===== config.mk =====
export PLATFORM = sky130hd
export DESIGN_NAME = windowed_moving_average
export DESIGN_NICKNAME = d
export VERILOG_FILES = /design/src/rtl/wma_pkg.sv /design/src/rtl/wma_ctrl.sv /design/src/rtl/wma_dpath.sv /design/src/rtl/windowed_moving_average.sv
export SDC_FILE = /design/constraint.sdc
export NUM_CORES = 2
export LEC_CHECK = 0
export BUFFER_PORTS_ARGS = -buffer_cell sky130_fd_sc_hd__buf_2
export CORE_ASPECT_RATIO = 1.1
export CORE_MARGIN = 2
export CORE_UTILIZATION = 46
export DETAILED_ROUTE_END_ITERATION = 7
export GPL_TIMING_DRIVEN = 0
export SYNTH_ARGS = -nofsm -noshare
export SYNTH_HDL_FRONTEND = slang
export SYNTH_SLANG_ARGS = --single-unit

===== constraint.sdc =====
create_clock -name aclk -period 7.8 [get_ports aclk]
set_input_delay 1.56 -clock aclk [delete_from_list [all_inputs] [get_ports aclk]]
set_output_delay 1.56 -clock aclk [all_outputs]
set_load 0.02 [all_outputs]

===== src/rtl/wma_pkg.sv =====
`default_nettype none
// ----------------------------------------------------------------------------
// wma_pkg
// Shared constants and controller/datapath interface types for the
// windowed moving average block.
// ----------------------------------------------------------------------------
package wma_pkg;

    localparam int SAMPLE_W  = 32;
    localparam int WIN_CFG_W = 8;

    typedef struct packed {
        logic load;       // accept input transaction
        logic acc_run;    // walk history and accumulate
        logic div_start;  // load divider from accumulator
        logic div_run;    // one divider step
        logic out_load;   // capture quotient into output register
    } ctrl_cmd_t;

    typedef struct packed {
        logic acc_busy;
        logic div_done;
        logic out_full;
    } ctrl_sts_t;

endpackage
`default_nettype wire


===== src/rtl/wma_ctrl.sv =====
`default_nettype none
// ----------------------------------------------------------------------------
// wma_ctrl
// Sequencer: accept, accumulate window, divide, hand result to output.
// ----------------------------------------------------------------------------
module wma_ctrl (
    input  wire logic               aclk,
    input  wire logic               aresetn,
    input  wire logic               s_tvalid,
    output logic                    s_tready,
    input  wire logic               m_tready,
    input  wire wma_pkg::ctrl_sts_t sts,
    output wma_pkg::ctrl_cmd_t      cmd
);

    typedef enum logic [1:0] {
        ST_IDLE,
        ST_ACC,
        ST_DIV
    } state_t;

    state_t state_reg, state_next;

    always_comb begin
        state_next    = state_reg;
        cmd           = '0;
        s_tready      = 1'b0;
        unique case (state_reg)
            ST_IDLE: begin
                s_tready = 1'b1;
                if (s_tvalid) begin
                    cmd.load   = 1'b1;
                    state_next = ST_ACC;
                end
            end
            ST_ACC: begin
                cmd.acc_run = 1'b1;
                if (!sts.acc_busy) begin
                    cmd.div_start = 1'b1;
                    state_next    = ST_DIV;
                end
            end
            ST_DIV: begin
                cmd.div_run = 1'b1;
                if (sts.div_done && (!sts.out_full || m_tready)) begin
                    cmd.out_load = 1'b1;
                    state_next   = ST_IDLE;
                end
            end
            default: state_next = ST_IDLE;
        endcase
    end

    always_ff @(posedge aclk) begin
        if (!aresetn) begin
            state_reg <= ST_IDLE;
        end else begin
            state_reg <= state_next;
        end
    end

endmodule
`default_nettype wire


===== src/rtl/wma_dpath.sv =====
`default_nettype none
// ----------------------------------------------------------------------------
// wma_dpath
// Sample history, window accumulator, restoring divider and output register.
// ----------------------------------------------------------------------------
module wma_dpath #(
    parameter int MAX_WINDOW = 128
) (
    input  wire logic                             aclk,
    input  wire logic                             aresetn,
    input  wire wma_pkg::ctrl_cmd_t               cmd,
    output wma_pkg::ctrl_sts_t                    sts,
    input  wire logic                             cfg_wr_en,
    input  wire logic [wma_pkg::WIN_CFG_W-1:0]    cfg_wr_data,
    input  wire logic [wma_pkg::SAMPLE_W-1:0]     s_sample,
    input  wire logic                             s_last,
    output logic [wma_pkg::SAMPLE_W-1:0]          m_average,
    output logic                                  m_last,
    output logic                                  m_valid,
    input  wire logic                             m_ready
);

    localparam int SW  = wma_pkg::SAMPLE_W;
    localparam int AW  = (MAX_WINDOW > 1) ? $clog2(MAX_WINDOW) : 1;
    localparam int CW  = $clog2(MAX_WINDOW + 1);
    localparam int SUW = SW + CW;
    localparam int DCW = $clog2(SUW + 1);
    localparam logic [AW-1:0] LAST_SLOT = AW'(MAX_WINDOW - 1);
    localparam logic [CW-1:0] FULL_CNT  = CW'(MAX_WINDOW);

    logic [SW-1:0]  hist_mem [MAX_WINDOW];
    logic [SW-1:0]  mem_q_reg;

    logic [wma_pkg::WIN_CFG_W-1:0] win_reg;
    logic [AW-1:0]  wr_slot_reg, wr_slot_next;
    logic [CW-1:0]  fill_reg, fill_next;
    logic [AW-1:0]  rd_idx_reg, rd_idx_next;
    logic [CW-1:0]  rem_reg, rem_next;
    logic           rd_pend_reg, rd_pend_next;
    logic [CW-1:0]  n_reg, n_next;
    logic           last_reg;
    logic signed [SUW-1:0] acc_reg, acc_next;

    logic [SUW-1:0] quo_reg, quo_next;
    logic [CW-1:0]  prem_reg, prem_next;
    logic           neg_reg, neg_next;
    logic [DCW-1:0] dcnt_reg, dcnt_next;

    logic [SW-1:0]  avg_reg, avg_next;
    logic           olast_reg;
    logic           oval_reg, oval_next;

    int             w_int;
    logic [CW-1:0]  w_eff;
    logic [CW-1:0]  fill_inc;
    logic           rd_issue;
    logic [CW:0]    shifted;
    logic [CW:0]    trial;
    logic [SW-1:0]  quo_lo;

    always_comb begin
        if (win_reg == '0) begin
            w_int = 1;
        end else if (int'(win_reg) > MAX_WINDOW) begin
            w_int = MAX_WINDOW;
        end else begin
            w_int = int'(win_reg);
        end
        w_eff    = CW'(w_int);
        fill_inc = (fill_reg == FULL_CNT) ? FULL_CNT : fill_reg + CW'(1);
        rd_issue = cmd.acc_run && (rem_reg != '0);

        wr_slot_next = wr_slot_reg;
        fill_next    = fill_reg;
        rd_idx_next  = rd_idx_reg;
        rem_next     = rem_reg;
        n_next       = n_reg;
        acc_next     = acc_reg;
        rd_pend_next = rd_issue;

        if (cmd.load) begin
            n_next   = (fill_inc < w_eff) ? fill_inc : w_eff;
            rem_next = n_next - CW'(1);
            acc_next = {{CW{s_sample[SW-1]}}, s_sample};
            rd_idx_next = (wr_slot_reg == '0) ? LAST_SLOT : wr_slot_reg - AW'(1);
            if (s_last) begin
                wr_slot_next = '0;
                fill_next    = '0;
            end else begin
                wr_slot_next = (wr_slot_reg == LAST_SLOT) ? '0 : wr_slot_reg + AW'(1);
                fill_next    = fill_inc;
            end
        end else begin
            if (rd_issue) begin
                rem_next    = rem_reg - CW'(1);
                rd_idx_next = (rd_idx_reg == '0) ? LAST_SLOT : rd_idx_reg - AW'(1);
            end
            if (rd_pend_reg) begin
                acc_next = acc_reg + {{CW{mem_q_reg[SW-1]}}, mem_q_reg};
            end
        end
    end

    // restoring divider, one quotient bit per cycle
    always_comb begin
        quo_next  = quo_reg;
        prem_next = prem_reg;
        neg_next  = neg_reg;
        dcnt_next = dcnt_reg;
        shifted   = {prem_reg, quo_reg[SUW-1]};
        trial     = shifted - {1'b0, n_reg};
        if (cmd.div_start) begin
            neg_next  = acc_reg[SUW-1];
            quo_next  = acc_reg[SUW-1] ? SUW'(-acc_reg) : SUW'(acc_reg);
            prem_next = '0;
            dcnt_next = DCW'(SUW);
        end else if (cmd.div_run && (dcnt_reg != '0)) begin
            dcnt_next = dcnt_reg - DCW'(1);
            if (shifted >= {1'b0, n_reg}) begin
                prem_next = trial[CW-1:0];
                quo_next  = {quo_reg[SUW-2:0], 1'b1};
            end else begin
                prem_next = shifted[CW-1:0];
                quo_next  = {quo_reg[SUW-2:0], 1'b0};
            end
        end
    end

    always_comb begin
        quo_lo    = quo_reg[SW-1:0];
        avg_next  = neg_reg ? (~quo_lo + SW'(1)) : quo_lo;
        oval_next = cmd.out_load ? 1'b1 : (m_ready ? 1'b0 : oval_reg);
    end

    always_ff @(posedge aclk) begin
        if (cmd.load) begin
            hist_mem[wr_slot_reg] <= s_sample;
        end
        if (rd_issue) begin
            mem_q_reg <= hist_mem[rd_idx_reg];
        end
    end

    always_ff @(posedge aclk) begin
        if (!aresetn) begin
            win_reg     <= wma_pkg::WIN_CFG_W'(1);
            wr_slot_reg <= '0;
            fill_reg    <= '0;
            rem_reg     <= '0;
            rd_pend_reg <= 1'b0;
            dcnt_reg    <= '0;
            oval_reg    <= 1'b0;
        end else begin
            if (cfg_wr_en) begin
                win_reg <= cfg_wr_data;
            end
            wr_slot_reg <= wr_slot_next;
            fill_reg    <= fill_next;
            rem_reg     <= rem_next;
            rd_pend_reg <= rd_pend_next;
            dcnt_reg    <= dcnt_next;
            oval_reg    <= oval_next;
        end
    end

    always_ff @(posedge aclk) begin
        rd_idx_reg <= rd_idx_next;
        n_reg      <= n_next;
        acc_reg    <= acc_next;
        quo_reg    <= quo_next;
        prem_reg   <= prem_next;
        neg_reg    <= neg_next;
        if (cmd.load) begin
            last_reg <= s_last;
        end
        if (cmd.out_load) begin
            avg_reg   <= avg_next;
            olast_reg <= last_reg;
        end
    end

    assign sts.acc_busy = (rem_reg != '0) || rd_pend_reg;
    assign sts.div_done = (dcnt_reg == '0);
    assign sts.out_full = oval_reg;

    assign m_average = avg_reg;
    assign m_last    = olast_reg;
    assign m_valid   = oval_reg;

endmodule
`default_nettype wire


===== src/rtl/windowed_moving_average.sv =====
`default_nettype none
// ----------------------------------------------------------------------------
// windowed_moving_average
// Moving average over the last window_size samples of a sequence.
// ----------------------------------------------------------------------------
// The history is read one entry per cycle and accumulated, then a restoring
// divider produces one quotient bit per cycle. One transaction is in progress
// at a time; the output register lets the next transaction be accepted while
// a result waits.
// Reset: synchronous active-low; window_size returns to 1, sequence restarts.
// ----------------------------------------------------------------------------
module windowed_moving_average #(
    parameter int MAX_WINDOW = 128
) (
    input  wire logic        aclk,
    input  wire logic        aresetn,
    input  wire logic        cfg_wr_en,
    input  wire logic [7:0]  cfg_wr_data,   // window_size
    input  wire logic        s_tvalid,
    output logic             s_tready,
    input  wire logic [31:0] s_tdata,       // sample
    input  wire logic        s_tlast,
    output logic             m_tvalid,
    input  wire logic        m_tready,
    output logic [31:0]      m_tdata,       // average
    output logic             m_tlast
);

    wma_pkg::ctrl_cmd_t cmd;
    wma_pkg::ctrl_sts_t sts;

    wma_ctrl u_ctrl (
        .aclk     (aclk),
        .aresetn  (aresetn),
        .s_tvalid (s_tvalid),
        .s_tready (s_tready),
        .m_tready (m_tready),
        .sts      (sts),
        .cmd      (cmd)
    );

    wma_dpath #(
        .MAX_WINDOW (MAX_WINDOW)
    ) u_dpath (
        .aclk        (aclk),
        .aresetn     (aresetn),
        .cmd         (cmd),
        .sts         (sts),
        .cfg_wr_en   (cfg_wr_en),
        .cfg_wr_data (cfg_wr_data),
        .s_sample    (s_tdata),
        .s_last      (s_tlast),
        .m_average   (m_tdata),
        .m_last      (m_tlast),
        .m_valid     (m_tvalid),
        .m_ready     (m_tready)
    );

    a_one_in_flight: assert property (@(posedge aclk) disable iff (!aresetn)
        (s_tvalid && s_tready) |=> !s_tready)
        else $error("second transaction accepted while one is in progress");

    a_no_overwrite: assert property (@(posedge aclk) disable iff (!aresetn)
        cmd.out_load |-> (!m_tvalid || m_tready))
        else $error("output register overwritten while held");

    a_div_after_acc: assert property (@(posedge aclk) disable iff (!aresetn)
        cmd.div_start |-> !sts.acc_busy)
        else $error("divider started before accumulation finished");

    a_load_div_done: assert property (@(posedge aclk) disable iff (!aresetn)
        cmd.out_load |-> sts.div_done)
        else $error("result loaded before divider finished");

endmodule
`default_nettype wire

==> impl_metrics.json <==
{
  "grt_setup_unrepaired": "false",
  "p_sw_share_pct": 31.5,
  "synth_area_per_cell_um2": 22.9,
  "grt_pass1_wl_um": 681000,
  "synth-xor-area-share_pct": 0.650,
  "wl_per_cell_um": 37.8,
  "port_buffers": 79,
  "skew_ns": 0.0698,
  "numClockSinks": 4307,
  "setup_viol": 0,
  "grt_max_degree": 98,
  "worst_hold_path_type": "flop to flop",
  "final_cells": 13200,
  "synth_top_family_by_area": "multiplexers",
  "ys_ff_latch": 4307,
  "dieArea_mm2": 0.371,
  "cts-htree-levels": 5,
  "worstPathArrival_ns": 6.58,
  "cts_hold_buf": 0,
  "fin_nets": 8153,
  "maxCapViolations": 6,
  "power_frac_comb_pct": 28.1,
  "synthArstFlopShare_pct": 0,
  "dpl_cell_area_mm2": 0.180,
  "clock_power_share_pct": 31.4,
  "antenna_left": 1,
  "syn-cell-area_mm2": 0.168,
  "p_leak_uw": 0.0608,
  "synth-simple-area-share_pct": 1.58,
  "syn_inst": 7339,
  "grt_overflow_total": 0,
  "synth_compound_area_share_pct": 1.39,
  "core-area_mm2": 0.364,
  "relSlewSlack_pct": -5.59,
  "tightestPinTransition_ns": 1.54,
  "finalSetupTns_ns": 0,
  "cts_tree": "yes",
  "ios": 81,
  "fmax_mhz": 170,
  "synth_enable_flop_cells": 4258,
  "synth_fp_nets": 7451,
  "fillers": 27500,
  "ctsResizeCount": 0,
  "largest_reg_flops": 4096,
  "yosys_warnings": 0,
  "powerDensity_mw_per_mm2": 335,
  "synth_fa_ha_area_share_pct": 0.500,
  "placementRows": 232,
  "p_int_uw": 44400,
  "muxShareOfSynthArea_pct": 18.3,
  "dp_cells": 12400,
  "cp_max_fo": 10,
  "power_frac_seq_pct": 40.5,
  "fin_area_mm2": 0.194,
  "startpoint_type": "flop",
  "clkTransAtPathRegs_ns": 0.06,
  "clock_latency_ns": 1.00,
  "firstDrtPassIters": 8,
  "critical_path_class": "flop to flop",
  "violations": "antenna violations, max-capacitance violations, max-slew violations",
  "routed_wl_um": 500000,
  "yosysSeqAreaShare_pct": 76.5,
  "grt_use_total_pct": 26.9,
  "vias": 83300,
  "synthDistinctLibCells": 73,
  "maxSlewViolCount": 14,
  "drive_gt1_share_pct": 29.6,
  "drtIter0Drc": 13000,
  "antenna_found_initial": 58,
  "status": "finished, violations left",
  "postCtsSetupRepairBufs": 0,
  "finalCritPeriodShare_pct": 75.3,
  "drcViolationCount": 0,
  "clock_path_buffers": 4,
  "cts_buffers": 428,
  "hpwl_um": 344000,
  "final_hold_viol_count": 0,
  "grt_pass1_vias": 82400,
  "min_period_ns": 5.87,
  "dieWidth_um": 581,
  "die_h_um": 638,
  "cp-end-kind": "flop",
  "clk_root_buffer_cell": "clkbuf_16",
  "start_util_pct": 46.3,
  "peakVddDrop_uv": 198,
  "power.switching_uw": 20400,
  "synthFlopType": "edfxtp_1",
  "syn_to_final_growth_pct": 15.1,
  "crit_required_ns": 8.50,
  "viasPerCell": 6.30,
  "gp_congestion": 0.937
}
==> synthesized netlist by cell type (all sizes together), types with 13 or more instances <==
library cell / n / area [um2]
edfxtp: 4258 / 128000
mux4: 1315 / 29600
nor2: 263 / 990
clkbuf: 225 / 845
nand2: 164 / 618
buf: 144 / 626
o21ai: 127 / 639
mux2i: 103 / 1030
a21oi: 96 / 480
inv: 72 / 270
ha: 64 / 801
xnor2: 64 / 561
xor2: 61 / 534
dfxtp: 49 / 981
nand3: 40 / 200
nor3: 30 / 166
a21o: 25 / 188
o31ai: 23 / 178
nand2b: 18 / 120
a31oi: 16 / 100
mux2: 14 / 158
nor2b: 13 / 81.3
==> power groups by stage <==
stage	combinational, uW	clock, uW	sequential (uW)
2_1_floorplan	9920	0	26600
3_3_place_gp	17600	0	26800
3_5_place_dp	18000	0	26800
4_1_cts	18100	20600	26300
5_1_grt	18700	21500	26300
6_report	18200	20400	26300
==> cells by family (layout without fill, tap and decap cells) <==
kind of cell / count (synthesis) / in the layout
compound gates: 376 / 376
xor+xnor: 125 / 125
mux: 1432 / 1432
flops: 4307 / 4307
buf+inv: 443 / 1503
simple gates: 590 / 590
fa+ha+maj: 66 / 66
other cells: 0 / 23
==> critical path, cell delays in order (launching register included) <==
cell and delay [ns]:
edfxtp_1 0.60, clkbuf_1 0.84, buf_2 0.66, buf_1 0.86, mux4_2 0.75, mux2i_1 1.17
mux4_2 0.49, inv_1 0.14
==> per-layer routing <==
layer	wire, um	vias up	part of all wire (%)	GRT usage [%]
li1	-	32800	-	-
met1	187000	45000	37	35.8
met2	232000	4616	46	41.8
met3	49400	899	9.9	5.90
met4	31600	30	6.3	14.0
met5	212	-	0.042	0
==> stage by stage <==
stage | total power (uW) | util, % | worst slack, ns | hold WS (ns)
2_1_floorplan | 36600 | - | 3.40 | 0.400
3_3_place_gp | 44400 | 48.0 | 0.154 | 0.411
3_5_place_dp | 44800 | 49.5 | 2.07 | 0.416
4_1_cts | 64900 | 53.2 | 2.00 | 0.431
5_1_grt | 66400 | 53.3 | 1.98 | 0.438
6_report | 64900 | 53.3 | 1.93 | 0.428
==> layout by cell type (no fill, tap or decap), types with 61 or more instances in the layout <==
| master | n |
|---|---|
| edfxtp_1 | 4258 |
| mux4_2 | 1315 |
| clkbuf_16 | 433 |
| clkbuf_1 | 272 |
| nand2_1 | 162 |
| nor2_1 | 134 |
| buf_12 | 131 |
| nor2_4 | 128 |
| buf_2 | 124 |
| o21ai_0 | 121 |
| clkinv_1 | 107 |
| a21oi_1 | 96 |
| mux2i_1 | 93 |
| clkinv_2 | 78 |
| inv_1 | 70 |
| buf_1 | 65 |
| xnor2_1 | 64 |
| ha_1 | 64 |
| xor2_1 | 61 |
==> area by class of cell <==
class / instances / area, um2 / share of cell area (%)
Tap cell: 4797 / 6000 / 3.10
Timing Repair Buffer: 272 / 4620 / 2.38
Multi-Input combinational cell: 2589 / 38700 / 20.0
Sequential cell: 4307 / 129000 / 66.5
Buffer: 369 / 1540 / 0.793
Clock inverter: 266 / 2530 / 1.31
Inverter: 74 / 278 / 0.143
Antenna cell: 23 / 57.6 / 0.0297
Clock buffer: 522 / 11200 / 5.76
==> worst paths after layout <==
check / depth (start not counted) / slack (ns) / from / to
worst max register to register: 7 / 1.93 / u_dpath.rd_idx_reg[2]$_DFFE_PP_ / u_dpath.mem_q_reg[14]$_DFFE_PP_
worst min register to register: 0 / 0.43 / u_dpath.last_reg$_DFFE_PP_ / u_dpath.m_last$_DFFE_PP_
worst max-delay path: 7 / 1.93 / u_dpath.rd_idx_reg[2]$_DFFE_PP_ / u_dpath.mem_q_reg[14]$_DFFE_PP_
worst min-delay path: 0 / 0.43 / u_dpath.last_reg$_DFFE_PP_ / u_dpath.m_last$_DFFE_PP_
(Power assumes the default switching activity.)
